$ cat src/design/mfq_pkg.sv
// shared constants, types and helper functions of the feedback queue scheduler
package mfq_pkg;

  localparam int SLOTS     = 16;
  localparam int LEVELS    = 3;
  localparam int NQUEUES   = LEVELS + 1;
  localparam int BLOCKED_Q = LEVELS;
  localparam int SW        = $clog2(SLOTS);
  localparam int LW        = $clog2(SLOTS + 1);
  localparam int QW        = $clog2(NQUEUES);
  localparam int QCW       = $clog2(NQUEUES + 1);
  localparam int LVW       = $clog2(LEVELS);

  localparam int IN_TDATA_W  = 80;
  localparam int OUT_TDATA_W = 104;
  localparam int CFG_IDX_W   = 3;
  localparam int CFG_DATA_W  = 40;

  localparam logic [1:0] LEVEL_CODE_BLOCKED = 2'd3;

  localparam logic [CFG_IDX_W-1:0] CFG_SLICE_ONE   = 3'd0;
  localparam logic [CFG_IDX_W-1:0] CFG_SLICE_TWO   = 3'd1;
  localparam logic [CFG_IDX_W-1:0] CFG_SLICE_THREE = 3'd2;
  localparam logic [CFG_IDX_W-1:0] CFG_AGING_TWO   = 3'd3;
  localparam logic [CFG_IDX_W-1:0] CFG_AGING_THREE = 3'd4;
  localparam logic [CFG_IDX_W-1:0] CFG_TOTAL       = 3'd5;

  typedef enum logic [1:0] {
    OP_ADMIT    = 2'd0,
    OP_DISPATCH = 2'd1,
    OP_OUTCOME  = 2'd2,
    OP_TICK     = 2'd3
  } op_t;

  typedef enum logic [1:0] {
    OC_REQUEUE   = 2'd0,
    OC_BLOCK     = 2'd1,
    OC_TERMINATE = 2'd2,
    OC_RESERVED  = 2'd3
  } outcome_t;

  typedef enum logic [3:0] {
    KIND_ADMITTED   = 4'd0,
    KIND_REFUSED    = 4'd1,
    KIND_DISPATCHED = 4'd2,
    KIND_IDLE       = 4'd3,
    KIND_FINISHED   = 4'd4,
    KIND_REQUEUED   = 4'd5,
    KIND_BLOCKED    = 4'd6,
    KIND_FREED      = 4'd7,
    KIND_AGED       = 4'd8,
    KIND_UNBLOCKED  = 4'd9,
    KIND_TICK_DONE  = 4'd10
  } kind_t;

  typedef struct packed {
    logic [31:0] slice_one;
    logic [31:0] slice_two;
    logic [31:0] slice_three;
    logic [39:0] aging_two;
    logic [39:0] aging_three;
    logic [15:0] total;
  } cfg_t;

  typedef struct packed {
    op_t         op;
    logic [3:0]  slot;
    logic        interactive;
    logic [1:0]  outcome;
    logic [31:0] time_ns;
    logic [39:0] block_ns;
  } cmd_t;

  typedef struct packed {
    kind_t       kind;
    logic [3:0]  slot;
    logic [1:0]  level;
    logic [31:0] slice;
    logic        partial;
    logic [63:0] clock;
    logic        last;
  } res_t;

  function automatic logic [31:0] slice_of(input logic [7:0] lvl, input cfg_t c);
    if (lvl == 8'd0) return c.slice_one;
    if (lvl == 8'd1) return c.slice_two;
    return c.slice_three;
  endfunction

  function automatic logic [SW-1:0] slot_idx(input logic [3:0] s);
    logic [7:0] e;
    e = {4'd0, s};
    return e[SW-1:0];
  endfunction

  function automatic logic [3:0] slot_code(input logic [SW-1:0] s);
    logic [7:0] e;
    e = 8'(s);
    return e[3:0];
  endfunction

  function automatic logic slot_in_range(input logic [3:0] s);
    return {4'd0, s} < 8'(SLOTS);
  endfunction

  function automatic logic [1:0] level_code(input logic [7:0] lvl);
    return lvl[1:0];
  endfunction

  function automatic res_t make_res(input kind_t k, input logic [3:0] s,
                                    input logic [1:0] lvl, input logic [31:0] sl,
                                    input logic p, input logic [63:0] clk_v,
                                    input logic lst);
    res_t r;
    r.kind    = k;
    r.slot    = s;
    r.level   = lvl;
    r.slice   = sl;
    r.partial = p;
    r.clock   = clk_v;
    r.last    = lst;
    return r;
  endfunction

endpackage

$ cat src/design/mfq_front.sv
// front end: accepts stream transactions, decodes them into commands, two-entry queue
module mfq_front
  import mfq_pkg::*;
(
  input  logic                  clk,
  input  logic                  rst,
  input  logic                  s_axis_tvalid,
  output logic                  s_axis_tready,
  input  logic [IN_TDATA_W-1:0] s_axis_tdata,
  input  logic [1:0]            s_axis_tuser,
  output logic                  cmd_valid,
  output cmd_t                  cmd,
  input  logic                  cmd_pop
);

  cmd_t       entries [2];
  logic       wr_ptr;
  logic       rd_ptr;
  logic [1:0] count;
  cmd_t       decoded;
  logic       push;

  always_comb begin
    decoded.op          = op_t'(s_axis_tuser);
    decoded.slot        = s_axis_tdata[3:0];
    decoded.interactive = s_axis_tdata[4];
    decoded.outcome     = s_axis_tdata[6:5];
    decoded.time_ns     = s_axis_tdata[38:7];
    decoded.block_ns    = s_axis_tdata[78:39];
  end

  assign s_axis_tready = (count != 2'd2);
  assign push          = s_axis_tvalid && s_axis_tready;
  assign cmd_valid     = (count != 2'd0);
  assign cmd           = entries[rd_ptr];

  always_ff @(posedge clk) begin
    if (push) entries[wr_ptr] <= decoded;
  end

  always_ff @(posedge clk) begin
    if (rst) begin
      wr_ptr <= 1'b0;
      rd_ptr <= 1'b0;
      count  <= 2'd0;
    end else begin
      if (push) wr_ptr <= ~wr_ptr;
      if (cmd_pop) rd_ptr <= ~rd_ptr;
      case ({push, cmd_pop})
        2'b10:   count <= count + 2'd1;
        2'b01:   count <= count - 2'd1;
        default: count <= count;
      endcase
    end
  end

endmodule

$ cat src/design/mfq_back.sv
// back end: slot table, ready and blocked queues, clock, and result register
module mfq_back
  import mfq_pkg::*;
(
  input  logic                   clk,
  input  logic                   rst,
  input  cfg_t                   cfg,
  input  logic                   cmd_valid,
  input  cmd_t                   cmd,
  output logic                   cmd_pop,
  output logic                   m_axis_tvalid,
  input  logic                   m_axis_tready,
  output logic [OUT_TDATA_W-1:0] m_axis_tdata,
  output logic [3:0]             m_axis_tuser,
  output logic                   m_axis_tlast
);

  typedef enum logic [5:0] {
    ST_IDLE = 6'b000001,
    ST_EXEC = 6'b000010,
    ST_OUTC = 6'b000100,
    ST_FIND = 6'b001000,
    ST_TEST = 6'b010000,
    ST_DONE = 6'b100000
  } state_t;

  state_t      state;
  cmd_t        cmd_r;
  res_t        res;

  logic              busy        [SLOTS];
  logic              queued      [SLOTS];
  logic [QW-1:0]     qid         [SLOTS];
  logic [SW-1:0]     pos         [SLOTS];
  logic [LVW-1:0]    slot_level  [SLOTS];
  logic [63:0]       wait_start  [SLOTS];
  logic [63:0]       wake_time   [SLOTS];
  logic [LW-1:0]     qlen        [NQUEUES];
  logic [SW-1:0]     current_slot;
  logic [31:0]       current_slice;
  logic [63:0]       sched_clock;
  logic [15:0]       started_count;
  logic [15:0]       ended_count;
  logic [QCW-1:0]    scan_q;
  logic [LW-1:0]     scan_i;
  logic [SW-1:0]     found;
  logic              partial_r;

  logic              out_free;
  logic              out_load;
  logic              any_free;
  logic [SW-1:0]     free_slot;
  logic              any_ready;
  logic [QW-1:0]     disp_q;
  logic [SW-1:0]     head_slot;
  logic [SW-1:0]     find_slot;
  logic [SW-1:0]     cs;
  logic [31:0]       ref_slice;
  logic              outc_ok;
  logic [LVW-1:0]    adm_lvl;
  logic [LVW-1:0]    up_lvl;
  logic [QW-1:0]     sq;
  logic [63:0]       wait_diff;
  logic [63:0]       wake_diff;
  logic [63:0]       lim;
  logic              move_hit;
  logic [31:0]       disp_slice;

  assign out_free = !m_axis_tvalid || m_axis_tready;
  assign cmd_pop  = (state == ST_IDLE) && cmd_valid;

  assign m_axis_tuser = res.kind;
  assign m_axis_tlast = res.last;
  assign m_axis_tdata = {1'b0, res.clock, res.partial, res.slice, res.level, res.slot};

  // a result register load this cycle
  always_comb begin
    case (state)
      ST_EXEC: out_load = out_free && (cmd_r.op == OP_ADMIT || cmd_r.op == OP_DISPATCH);
      ST_OUTC: out_load = out_free;
      ST_TEST: out_load = out_free && move_hit;
      ST_DONE: out_load = out_free;
      default: out_load = 1'b0;
    endcase
  end

  always_comb begin
    any_free  = 1'b0;
    free_slot = '0;
    for (int i = SLOTS - 1; i >= 0; i--) begin
      if (!busy[i]) begin
        any_free  = 1'b1;
        free_slot = SW'(i);
      end
    end
  end

  always_comb begin
    any_ready = 1'b0;
    disp_q    = '0;
    for (int q = LEVELS - 1; q >= 0; q--) begin
      if (qlen[q] != '0) begin
        any_ready = 1'b1;
        disp_q    = QW'(q);
      end
    end
  end

  assign sq = scan_q[QW-1:0];

  always_comb begin
    head_slot = '0;
    find_slot = '0;
    for (int i = 0; i < SLOTS; i++) begin
      if (queued[i] && qid[i] == disp_q && pos[i] == '0) head_slot = SW'(i);
      if (queued[i] && qid[i] == sq && pos[i] == scan_i[SW-1:0]) find_slot = SW'(i);
    end
  end

  assign cs         = slot_idx(cmd_r.slot);
  assign ref_slice  = (cs == current_slot) ? current_slice
                                           : slice_of(8'(slot_level[cs]), cfg);
  assign outc_ok    = slot_in_range(cmd_r.slot) && busy[cs] && !queued[cs] &&
                      (cmd_r.outcome != OC_RESERVED);
  assign adm_lvl    = cmd_r.interactive ? LVW'(0) : LVW'(1);
  assign up_lvl     = (8'(slot_level[cs]) + 8'd1 < 8'(LEVELS)) ? slot_level[cs] + LVW'(1)
                                                               : slot_level[cs];
  assign disp_slice = slice_of(8'(disp_q), cfg);

  assign wait_diff = sched_clock - wait_start[found];
  assign wake_diff = sched_clock - wake_time[found];
  assign lim       = (scan_q == QCW'(1)) ? {24'd0, cfg.aging_two} : {24'd0, cfg.aging_three};
  assign move_hit  = (scan_q == QCW'(BLOCKED_Q)) ? !wake_diff[63] : (wait_diff >= lim);

  always_ff @(posedge clk) begin
    case (state)
      ST_EXEC: begin
        if (cmd_r.op == OP_ADMIT && out_free && any_free &&
            started_count < cfg.total) begin
          wait_start[free_slot] <= sched_clock;
        end
      end
      ST_OUTC: begin
        if (out_free) begin
          case (cmd_r.outcome)
            OC_REQUEUE: wait_start[cs] <= sched_clock;
            OC_BLOCK: begin
              wait_start[cs] <= sched_clock;
              wake_time[cs]  <= sched_clock + {24'd0, cmd_r.block_ns};
            end
            default: ;
          endcase
        end
      end
      ST_TEST: begin
        if (move_hit && out_free) wait_start[found] <= sched_clock;
      end
      default: ;
    endcase
  end

  always_ff @(posedge clk) begin
    if (rst) begin
      state         <= ST_IDLE;
      m_axis_tvalid <= 1'b0;
      for (int i = 0; i < SLOTS; i++) begin
        busy[i]       <= 1'b0;
        queued[i]     <= 1'b0;
        slot_level[i] <= '0;
      end
      for (int q = 0; q < NQUEUES; q++) qlen[q] <= '0;
      current_slot  <= '0;
      current_slice <= '0;
      sched_clock   <= '0;
      started_count <= '0;
      ended_count   <= '0;
      scan_q        <= '0;
      scan_i        <= '0;
    end else begin
      if (out_load) m_axis_tvalid <= 1'b1;
      else if (m_axis_tvalid && m_axis_tready) m_axis_tvalid <= 1'b0;
      case (state)
        ST_IDLE: begin
          if (cmd_valid) begin
            cmd_r <= cmd;
            state <= ST_EXEC;
          end
        end
        ST_EXEC: begin
          case (cmd_r.op)
            OP_ADMIT: begin
              if (out_free) begin
                state <= ST_IDLE;
                if (started_count >= cfg.total || !any_free) begin
                  res <= make_res(KIND_REFUSED, 4'd0, 2'd0, 32'd0, 1'b0, sched_clock, 1'b1);
                end else begin
                  busy[free_slot]       <= 1'b1;
                  slot_level[free_slot] <= adm_lvl;
                  queued[free_slot]     <= 1'b1;
                  qid[free_slot]        <= QW'(adm_lvl);
                  pos[free_slot]        <= qlen[adm_lvl][SW-1:0];
                  qlen[adm_lvl]         <= qlen[adm_lvl] + LW'(1);
                  started_count         <= started_count + 16'd1;
                  res <= make_res(KIND_ADMITTED, slot_code(free_slot),
                                  level_code(8'(adm_lvl)), 32'd0, 1'b0, sched_clock, 1'b1);
                end
              end
            end
            OP_DISPATCH: begin
              if (out_free) begin
                state <= ST_IDLE;
                if (!any_ready) begin
                  if (qlen[BLOCKED_Q] == '0 && ended_count >= cfg.total)
                    res <= make_res(KIND_FINISHED, 4'd0, 2'd0, 32'd0, 1'b0, sched_clock, 1'b1);
                  else
                    res <= make_res(KIND_IDLE, 4'd0, 2'd0, 32'd0, 1'b0, sched_clock, 1'b1);
                end else begin
                  sched_clock <= sched_clock + {32'd0, cmd_r.time_ns};
                  for (int i = 0; i < SLOTS; i++) begin
                    if (queued[i] && qid[i] == disp_q && pos[i] != '0) pos[i] <= pos[i] - SW'(1);
                  end
                  queued[head_slot]     <= 1'b0;
                  qlen[disp_q]          <= qlen[disp_q] - LW'(1);
                  current_slot          <= head_slot;
                  current_slice         <= disp_slice;
                  slot_level[head_slot] <= LVW'(disp_q);
                  res <= make_res(KIND_DISPATCHED, slot_code(head_slot),
                                  level_code(8'(disp_q)), disp_slice, 1'b0,
                                  sched_clock + {32'd0, cmd_r.time_ns}, 1'b1);
                end
              end
            end
            OP_OUTCOME: begin
              if (outc_ok) begin
                sched_clock <= sched_clock + {32'd0, cmd_r.time_ns};
                partial_r   <= (cmd_r.time_ns != ref_slice);
                state       <= ST_OUTC;
              end else begin
                state <= ST_IDLE;
              end
            end
            default: begin
              sched_clock <= sched_clock + {32'd0, cmd_r.time_ns};
              scan_q      <= QCW'(1);
              scan_i      <= '0;
              state       <= ST_FIND;
            end
          endcase
        end
        ST_OUTC: begin
          if (out_free) begin
            state <= ST_IDLE;
            case (cmd_r.outcome)
              OC_REQUEUE: begin
                slot_level[cs] <= up_lvl;
                queued[cs]     <= 1'b1;
                qid[cs]        <= QW'(up_lvl);
                pos[cs]        <= qlen[up_lvl][SW-1:0];
                qlen[up_lvl]   <= qlen[up_lvl] + LW'(1);
                res <= make_res(KIND_REQUEUED, slot_code(cs), level_code(8'(up_lvl)),
                                32'd0, 1'b0, sched_clock, 1'b1);
              end
              OC_BLOCK: begin
                queued[cs]      <= 1'b1;
                qid[cs]         <= QW'(BLOCKED_Q);
                pos[cs]         <= qlen[BLOCKED_Q][SW-1:0];
                qlen[BLOCKED_Q] <= qlen[BLOCKED_Q] + LW'(1);
                res <= make_res(KIND_BLOCKED, slot_code(cs), LEVEL_CODE_BLOCKED,
                                32'd0, partial_r, sched_clock, 1'b1);
              end
              OC_TERMINATE: begin
                busy[cs]       <= 1'b0;
                slot_level[cs] <= '0;
                if (ended_count != 16'hFFFF) ended_count <= ended_count + 16'd1;
                res <= make_res(KIND_FREED, slot_code(cs), level_code(8'(slot_level[cs])),
                                32'd0, partial_r, sched_clock, 1'b1);
              end
              default: ;
            endcase
          end
        end
        ST_FIND: begin
          if (scan_q > QCW'(BLOCKED_Q)) begin
            state <= ST_DONE;
          end else if (scan_i >= qlen[sq]) begin
            scan_q <= scan_q + QCW'(1);
            scan_i <= '0;
          end else begin
            found <= find_slot;
            state <= ST_TEST;
          end
        end
        ST_TEST: begin
          if (!move_hit) begin
            scan_i <= scan_i + LW'(1);
            state  <= ST_FIND;
          end else if (out_free) begin
            for (int i = 0; i < SLOTS; i++) begin
              if (queued[i] && qid[i] == sq && pos[i] > scan_i[SW-1:0])
                pos[i] <= pos[i] - SW'(1);
            end
            qlen[sq]          <= qlen[sq] - LW'(1);
            qid[found]        <= '0;
            pos[found]        <= qlen[0][SW-1:0];
            qlen[0]           <= qlen[0] + LW'(1);
            slot_level[found] <= '0;
            if (scan_q == QCW'(BLOCKED_Q))
              res <= make_res(KIND_UNBLOCKED, slot_code(found), LEVEL_CODE_BLOCKED,
                              32'd0, 1'b0, sched_clock, 1'b0);
            else
              res <= make_res(KIND_AGED, slot_code(found), level_code(8'(scan_q)),
                              32'd0, 1'b0, sched_clock, 1'b0);
            state <= ST_FIND;
          end
        end
        ST_DONE: begin
          if (out_free) begin
            res <= make_res(KIND_TICK_DONE, 4'd0, 2'd0, 32'd0, 1'b0, sched_clock, 1'b1);
            state <= ST_IDLE;
          end
        end
        default: state <= ST_IDLE;
      endcase
    end
  end

endmodule

$ cat src/design/multilevel_feedback_queue_scheduler.sv
// top level of the multilevel feedback queue scheduler: config registers, front and back
//
//  channel   dir  handshake                 payload
//  s_axis    in   tvalid/tready             tuser operation, tdata fields
//  m_axis    out  tvalid/tready, tlast      tuser kind, tdata fields
//  cfg       in   cfg_we                    cfg_index, cfg_data
//
// a tick looks at each entry in the lower and blocked queues (one entry per scan step, then
// a compare of its wait or wake time). up to two transactions wait in the front queue meanwhile.
// reset is synchronous and leaves all queues empty; no clearing pass is needed.
// a stalled result holds the back end; the front keeps accepting until its queue is full.
module multilevel_feedback_queue_scheduler
  import mfq_pkg::*;
(
  input  logic                   clk,
  input  logic                   rst,
  input  logic                   s_axis_tvalid,
  output logic                   s_axis_tready,
  // slot, interactive, outcome, time_ns, block_ns, zero pad
  input  logic [IN_TDATA_W-1:0]  s_axis_tdata,
  // operation
  input  logic [1:0]             s_axis_tuser,
  output logic                   m_axis_tvalid,
  input  logic                   m_axis_tready,
  // slot_out, level, slice_ns, partial_quantum, clock_now, zero pad
  output logic [OUT_TDATA_W-1:0] m_axis_tdata,
  // kind
  output logic [3:0]             m_axis_tuser,
  output logic                   m_axis_tlast,
  input  logic                   cfg_we,
  input  logic [CFG_IDX_W-1:0]   cfg_index,
  input  logic [CFG_DATA_W-1:0]  cfg_data
);

  cfg_t cfg;
  logic cmd_valid;
  cmd_t cmd;
  logic cmd_pop;

  always_ff @(posedge clk) begin
    if (rst) begin
      cfg.slice_one   <= 32'd10000000;
      cfg.slice_two   <= 32'd20000000;
      cfg.slice_three <= 32'd40000000;
      cfg.aging_two   <= 40'd5000000000;
      cfg.aging_three <= 40'd10000000000;
      cfg.total       <= 16'd50;
    end else if (cfg_we) begin
      case (cfg_index)
        CFG_SLICE_ONE:   cfg.slice_one   <= cfg_data[31:0];
        CFG_SLICE_TWO:   cfg.slice_two   <= cfg_data[31:0];
        CFG_SLICE_THREE: cfg.slice_three <= cfg_data[31:0];
        CFG_AGING_TWO:   cfg.aging_two   <= cfg_data;
        CFG_AGING_THREE: cfg.aging_three <= cfg_data;
        CFG_TOTAL:       cfg.total       <= cfg_data[15:0];
        default: ;
      endcase
    end
  end

  mfq_front u_front (
    .clk           (clk),
    .rst           (rst),
    .s_axis_tvalid (s_axis_tvalid),
    .s_axis_tready (s_axis_tready),
    .s_axis_tdata  (s_axis_tdata),
    .s_axis_tuser  (s_axis_tuser),
    .cmd_valid     (cmd_valid),
    .cmd           (cmd),
    .cmd_pop       (cmd_pop)
  );

  mfq_back u_back (
    .clk           (clk),
    .rst           (rst),
    .cfg           (cfg),
    .cmd_valid     (cmd_valid),
    .cmd           (cmd),
    .cmd_pop       (cmd_pop),
    .m_axis_tvalid (m_axis_tvalid),
    .m_axis_tready (m_axis_tready),
    .m_axis_tdata  (m_axis_tdata),
    .m_axis_tuser  (m_axis_tuser),
    .m_axis_tlast  (m_axis_tlast)
  );

endmodule

$ cat config.mk
export PLATFORM = sky130hd
export DESIGN_NAME = multilevel_feedback_queue_scheduler
export DESIGN_NICKNAME = d
export VERILOG_FILES = /design/src/design/mfq_pkg.sv /design/src/design/mfq_front.sv /design/src/design/mfq_back.sv /design/src/design/multilevel_feedback_queue_scheduler.sv
export SDC_FILE = /design/constraint.sdc
export NUM_CORES = 2
export LEC_CHECK = 0
export BUFFER_PORTS_ARGS = -buffer_cell sky130_fd_sc_hd__buf_2
export CAP_MARGIN = 20
export CORE_MARGIN = 2
export CORE_UTILIZATION = 45
export CTS_CLUSTER_SIZE = 40
export DETAILED_ROUTE_END_ITERATION = 6
export PLACE_DENSITY = 0.67
export SYNTH_ARGS = -nofsm -noshare
export SYNTH_HDL_FRONTEND = slang
export SYNTH_HIERARCHICAL = 1
export SYNTH_SLANG_ARGS = --single-unit
$ cat constraint.sdc
create_clock -name clk -period 20.3 [get_ports clk]
set_clock_uncertainty 0.15 [all_clocks]
set_input_delay 3.045 -clock clk [delete_from_list [all_inputs] [get_ports clk]]
set_output_delay 3.045 -clock clk [all_outputs]
set_load 0.02 [all_outputs]
# [Word level (Yosys, flattened, before mapping)]
# Memories as Yosys holds them, arrays and structs flattened. A register that Yosys moved wholly into a read port is not among the register bits.
# Index checks and enable logic that the tools add are counted.
[totals] input_bits=130 elab_cells=880 latch_bits=0 ff_bits=456 romBits=0 ramBits=2390 mem_count=9
[mem_list] memory="u_back.wait_start" words=16 width=64 rd=1 rd_clocked_by_memory_dff=0 wr=1 line="mfq_back.sv:36" rtl="logic [63:0] wait_start [SLOTS];"
[mem_list] memory="u_back.wake_time" words=16 width=64 rd=1 rd_clocked_by_memory_dff=0 wr=1 line="mfq_back.sv:37" rtl="logic [63:0] wake_time [SLOTS];"
[mem_list] memory="u_front.entries" words=2 width=81 rd=1 rd_clocked_by_memory_dff=1 wr=1 line="mfq_front.sv:16" rtl="cmd_t entries [2];"
[mem_list] memory="u_back.pos" words=16 width=4 rd=16 rd_clocked_by_memory_dff=0 wr=17 line="mfq_back.sv:34" rtl="logic [SW-1:0] pos [SLOTS];"
[mem_list] memory="u_back.qid" words=16 width=2 rd=16 rd_clocked_by_memory_dff=0 wr=1 line="mfq_back.sv:33" rtl="logic [QW-1:0] qid [SLOTS];"
[mem_list] memory="u_back.slot_level" words=16 width=2 rd=1 rd_clocked_by_memory_dff=0 wr=16 line="mfq_back.sv:35" rtl="logic [LVW-1:0] slot_level [SLOTS];"
[mem_list] memory="3 more memories"
[op_classes] magnitude_cmp=23 multipliers=0 n_reduce_logical=200 shifts=0 mux=459 div=0 n_addsub=34 bitwise=33 n_eq_ne=92
[op_table] op="$mux 108" count=6
[op_table] op="$pmux 108 s4" count=1
[op_table] op="$mux 64" count=6
[op_table] op="$pmux 108 s3" count=1
[op_table] op="$mux 1" count=309
[op_table] op="$mux 32" count=9
[op_table] op="$mux 4" count=58
[op_table] op="$pmux 108 s2" count=1
[op_table] op="$mux 107" count=2
[op_table] op="$mux 105" count=2
[op_table] op="$pmux 64 s3" count=1
[op_table] op="$reduce_or 64->1" count=2
[op_table] op="$sub 64x64->64" count=2
[op_table] op="$logic_and 1x1->1" count=105
[op_table] op="$reduce_bool 4->1" count=17
[op_table] op="$add 64x32->64" count=1
[op_table] op="$add 64x40->64" count=1
[op_table] op="$eq 2x2->1" count=32
[op_table] op="$eq 4x4->1" count=16
[op_table] op="$ge 64x64->1" count=1
[op_table] op="$gt 4x4->1" count=16
[op_table] op="$sub 4x1->4 const B" count=16
[op_table] op="$logic_not 4->1" count=15
[op_table] op="$mux 5" count=10
[op_table] op="62 further kinds" count=211

# [Depth between registers and ports, before layout]
# An unclocked memory read counts as a cell.
[depth] ltp_word=30 mapped_depth=38

# [Modules after synthesis]
# Netlist, hierarchy kept.
[by_module_without_submodules] mod="mfq_back" n_inst=1 cells_per_inst=7651 area_each_um2=118331.0 seq_area_each_um2=75612.5
[by_module_without_submodules] mod="multilevel_feedback_queue_scheduler" n_inst=1 cells_per_inst=712 area_each_um2=7611.0 seq_area_each_um2=3843.7
[by_module_without_submodules] mod="mfq_front" n_inst=1 cells_per_inst=275 area_each_um2=6057.1 seq_area_each_um2=4964.8

# [Worst setup path after synthesis]
# No wires, ideal clock.
[synth_timing] kind="register to register" start="reg u_back/found[0] (netlist name)" end="reg u_back.res (netlist bit u_back/m_axis_tdata[0]), enable pin" stages_incl_launch_ff=32 path_buffers=6 t_arrival_ns=16.607 period_less_slack_ns=17.597 setup_ns=0.840 t_required_ns=19.310 setup_slack_ns=2.703 cell_sequence="edfxtp_1 buf_4 buf_1 clkbuf_1 buf_1 mux4_2 mux4_2 inv_1 ha_1 clkbuf_1 and4_1 nand3_1 a211o_1 and3_1 clkbuf_1 a21oi_1 a21oi_1 nor2_1 nor2_1 o311ai_0 xor2_1 ha_1 nand4_1 nor4_1 nand4_1 o22ai_1 nor4_1 nand4_1 nor4_4 nand2_1 a21oi_1 nor4_1"
[synth_rtl] element="end signal, assigned" line="mfq_back.sv:195" rtl="res <= make_res(KIND_REFUSED, 4'd0, 2'd0, 32'd0, 1'b0, sched_clock, 1'b1);"
[synth_rtl] element="end signal, assigned" line="mfq_back.sv:204" rtl="res <= make_res(KIND_ADMITTED, slot_code(free_slot),"
[synth_rtl] element="end signal, assigned" line="mfq_back.sv:214" rtl="res <= make_res(KIND_FINISHED, 4'd0, 2'd0, 32'd0, 1'b0, sched_clock, 1'b1);"
[synth_rtl] element="end, declared" line="mfq_back.sv:29" rtl="res_t res;"

# [Worst setup path after layout]
[layout_timing] start="reg u_back.found[0]" end="mem u_back.wait_start[5][58], enable pin"
[layout_between] elab_chain_cells=10 word_cells_on_any_way=14 classes_between="add/sub: 2; order compare: 1; mux: 6; reduce/logical: 3; memory: 2"
[layout_lines] element="start, declared" line="mfq_back.sv:46" rtl="logic [SW-1:0] found;"
[layout_lines] element="start signal, assigned" line="mfq_back.sv:289" rtl="found <= find_slot;"
[layout_lines] element="$mem_v2 16x64, on equally long branches"
[layout_lines] element="$sub 64x64->64, on equally long branches"
[layout_lines] element="$ge 64x64->1 / $logic_not 1->1 (equally long branches)"
[layout_lines] element="$mux 1"
[layout_lines] element="$logic_and 1x1->1"
[layout_lines] element="$mux 1 (3 in series)"
[layout_lines] element="$reduce_or 64->1 (no source line)"
[layout_lines] element="$mux 4 (no source line) / $mux 1 (equally long branches)"
[layout_lines] element="end, declared" line="mfq_back.sv:36"
# Several ways; a longest one is shown, not always the timed one.

==> impl_results.md <==
* Outcome: complete, but fails checks
* Failing checks: DRC
* Sum Neg Setup Slack at 0 ps
* Ys async rst share at 0%
* Cells after DPL at between 10000 and 15000
* DR vias/cell at 6.07
* CP Capture Type: register
* Num CTS Buffers at ~310
* Detailed Route WL at 365000 um
* Area Growth Syn to Fin at 12.7%
* H-tree depth at 5
* Max Freq at between 0.07 and 0.08 GHz
* Hold Buf Count CTS at 0
* Initial DRC count at between 9000 and 10000
* Commonest register cell after synthesis: edfxtp_1
* Cell variety after synth at between 100 and 150
* Post-Syn Area at roughly 130000 um^2
* Hold Worst Slack at ~330 ps
* Met1 usage at 33.9%
* EDFF count, synth at roughly 2600
* CP max stage delay at about 940 ps
* Drt drc at 12
* Worst Hold Class: register to register
* Grt ovf at 0
* Mapped Cells at approximately 8600
* Clk sinks at 2928
* Core area at 291000 um^2
* DIE WIDTH at 546 um
* Seq cells post-synth at roughly 2900
* Via count at approximately 80000
* Detailed-route wire length per cell at roughly 28 um
* Post-CTS Setup Bufs at 0
* Worst-Skew Late Latency at about 900 ps
* Met2 Usage GRT at between 30% and 40%
* Type of the worst setup path: register to register
* Max Cap Viol at 0
* Initial core utilization at 45.3%
* Syn_area_per_cell at 15.3 um^2
* Die Ht at around 550 um
* RSZ-0062 raised after global routing: false
* GRT Util Overall at 23.9%
* Detail Placement HPWL at about 230000 um
* WP data required at approximately 21000 ps
* CTS clk-pin slew, worst paths at about 70 ps
* Mapped Nets at a little over 9000
* Fin nets at 9532
* Sequential area share after synthesis at between 60% and 70%
* Peak VDD IR at between 100 and 150 uV
* Row count at just under 200
* Gr busiest metal: met2
* Final Max Slew Viols at 0
* Final Setup Violations at 0
* Root buf cell: clkbuf_16
* Commonest non-fill, non-tap cell in the layout: edfxtp_1
* Cell mode on critical path: buf_4
* Met3 usage at 3.62%
* First-pass GRT wire length at 533000 um
* Yosys Warn Count at 6
* Period Utilization, post-route at between 60% and 70%
* Maximum fanout along the worst path at 45
* Non-Filler Instances at ~13000
* Crit-path slowest cell: nor2_4
* Max-slew headroom at 4.58%
* IO Count at between 200 and 250
* Die area at around 300000 um^2
* Hold Vio Cnt, Final at 0
* Initial antenna violation count at 19
* Largest net degree at the start of global routing at around 220
* P per Cell Area at between 90 and 100 nW/um^2
* Synth area leaders: edfxtp_1, mux4_2, dfxtp_1, ha_1, mux2i_1
* Drt pass-1 iters at 7
* Pleak at roughly 51 nW
* Fraction of final layout cells sized beyond drive strength 1 at between 10% and 20%
* CTS tree: yes
* CP arrival at approximately 13000 ps
* Vias in the first global route at around 79000
* CTS Buffer Depth at 4
* Min Tclk post-route at between 10000 and 15000 ps
* Setup ws final at 7600 ps
* Post-synth top area cell: edfxtp_1
* Antenna-violating nets left at 0
* Leading cell types in the layout, fill and taps excluded: edfxtp_1, mux4_2, nor2_1
* Top-area cell type share of the netlist area at around 59%
* I/O Buffers at about 240
* Worst-margin pin slew at 1430 ps
* Pre-CTS setup slack at 7060 ps
* Worst setup SP type: register
* Post-CTS Resized at 0
* Tot Pwr at about 14 mW
* Final Wtd Congestion at 0.909
==> final timing paths <==
| kind | start | end | slack (ps) | cells after the start |
|---|---|---|---|---|
| max | u_back/found[0] | u_back/wait_start[5][58] | 7600 | 31 |
| min | cfg[91] | cfg[91] | 330 | 2 |
| max reg2reg | u_back/found[0] | u_back/wait_start[5][58] | 7600 | 31 |
| min reg2reg | cfg[91] | cfg[91] | 330 | 2 |
==> layout make-up <==
| type | instances | area, um^2 |
|---|---|---|
| Clock inverter | 182 | 1710 |
| Antenna cell | 4 | 10.0 |
| Inverter | 271 | 1020 |
| Timing Repair Buffer | 502 | 3270 |
| Tap cell | 3900 | 4880 |
| Sequential cell | 2928 | 84400 |
| Multi-Input combinational cell | 5000 | 45100 |
| Fill cell | 23762 | 143000 |
| Clock buffer | 390 | 8300 |
==> layer usage <==
metal | share of wire, % | up-vias
li1 | - | 34472
met1 | 41 | 41012
met2 | 47 | 3942
met3 | 8.8 | 616
met4 | 3.0 | 0
met5 | 0 | -
==> state kept, by name (all words and copies together) (netlist names), 5 cells and up, named ones only <==
signal                count
u_back/queued            16
u_back/current_slice     32
u_back/cmd_r             77
u_back/scan_i             5
u_back/qlen              20
u_back/wake_time       1024
u_back/state              6
u_front/entries         162
u_back/wait_start      1024
u_back/slot_level        32
cfg                     192
u_back/started_count     16
u_back/sched_clock       64
u_back/qid               30
u_back/ended_count       16
u_back/m_axis_tdata     103
u_back/pos               60
u_back/busy              16
==> worst max-delay path: cells and delay by family, from the launching register on <==
kind,cells,cell delay [ps]
compound gates,11,3170
flops,1,320
xor+xnor,1,190
mux,3,1480
simple gates,8,3270
buf+inv,6,2860
fa+ha+maj,2,650
==> cell usage after synthesis (35+ instances only) <==
cell type,number
nand3_1,119
nor2b_1,81
nand2_1,379
buf_1,101
nor2_1,570
a211oi_1,101
inv_1,271
ha_1,383
or3_1,56
mux2i_1,340
dfxtp_1,350
o21ai_0,280
nor3_1,107
clkbuf_1,258
nand2b_1,267
xnor2_1,194
xor2_1,120
a21oi_1,360
mux2_2,88
o21bai_1,63
buf_2,50
a21o_1,104
a31oi_1,38
o211ai_1,37
edfxtp_1,2578
nor3b_1,35
o21a_1,40
mux4_2,658
o22ai_1,54
nand4_1,112
==> logic make-up (layout without fill, tap and decap cells) <==
group	after synthesis	count (layout)	share of synthesized area, %
simple gates	1908	1908	7.22
compound gates	1302	1302	6.32
flops	2928	2928	64.0
xor+xnor	314	314	2.08
other cells	1	5	0.00284
buf+inv	710	1345	2.16
mux	1089	1089	14.6
fa+ha+maj	386	386	3.68
==> power by group <==
group	total, mW	internal (mW)	leakage [nW]	switching [mW]
Sequential	6.92	6.78	26.2	0.133
Clock	5.58	3.18	4.85	2.40
Combinational	1.32	0.451	20.1	0.865
==> per-stage QoR <==
stage               instance area, um^2  utilization, %
global placement                 138000            47.5
detailed placement               138000            47.5
global route                     149000            51.1
finish                           149000            51.1
floorplan                        132000               -
CTS                              148000            50.9
(Power assumes the default switching activity.)
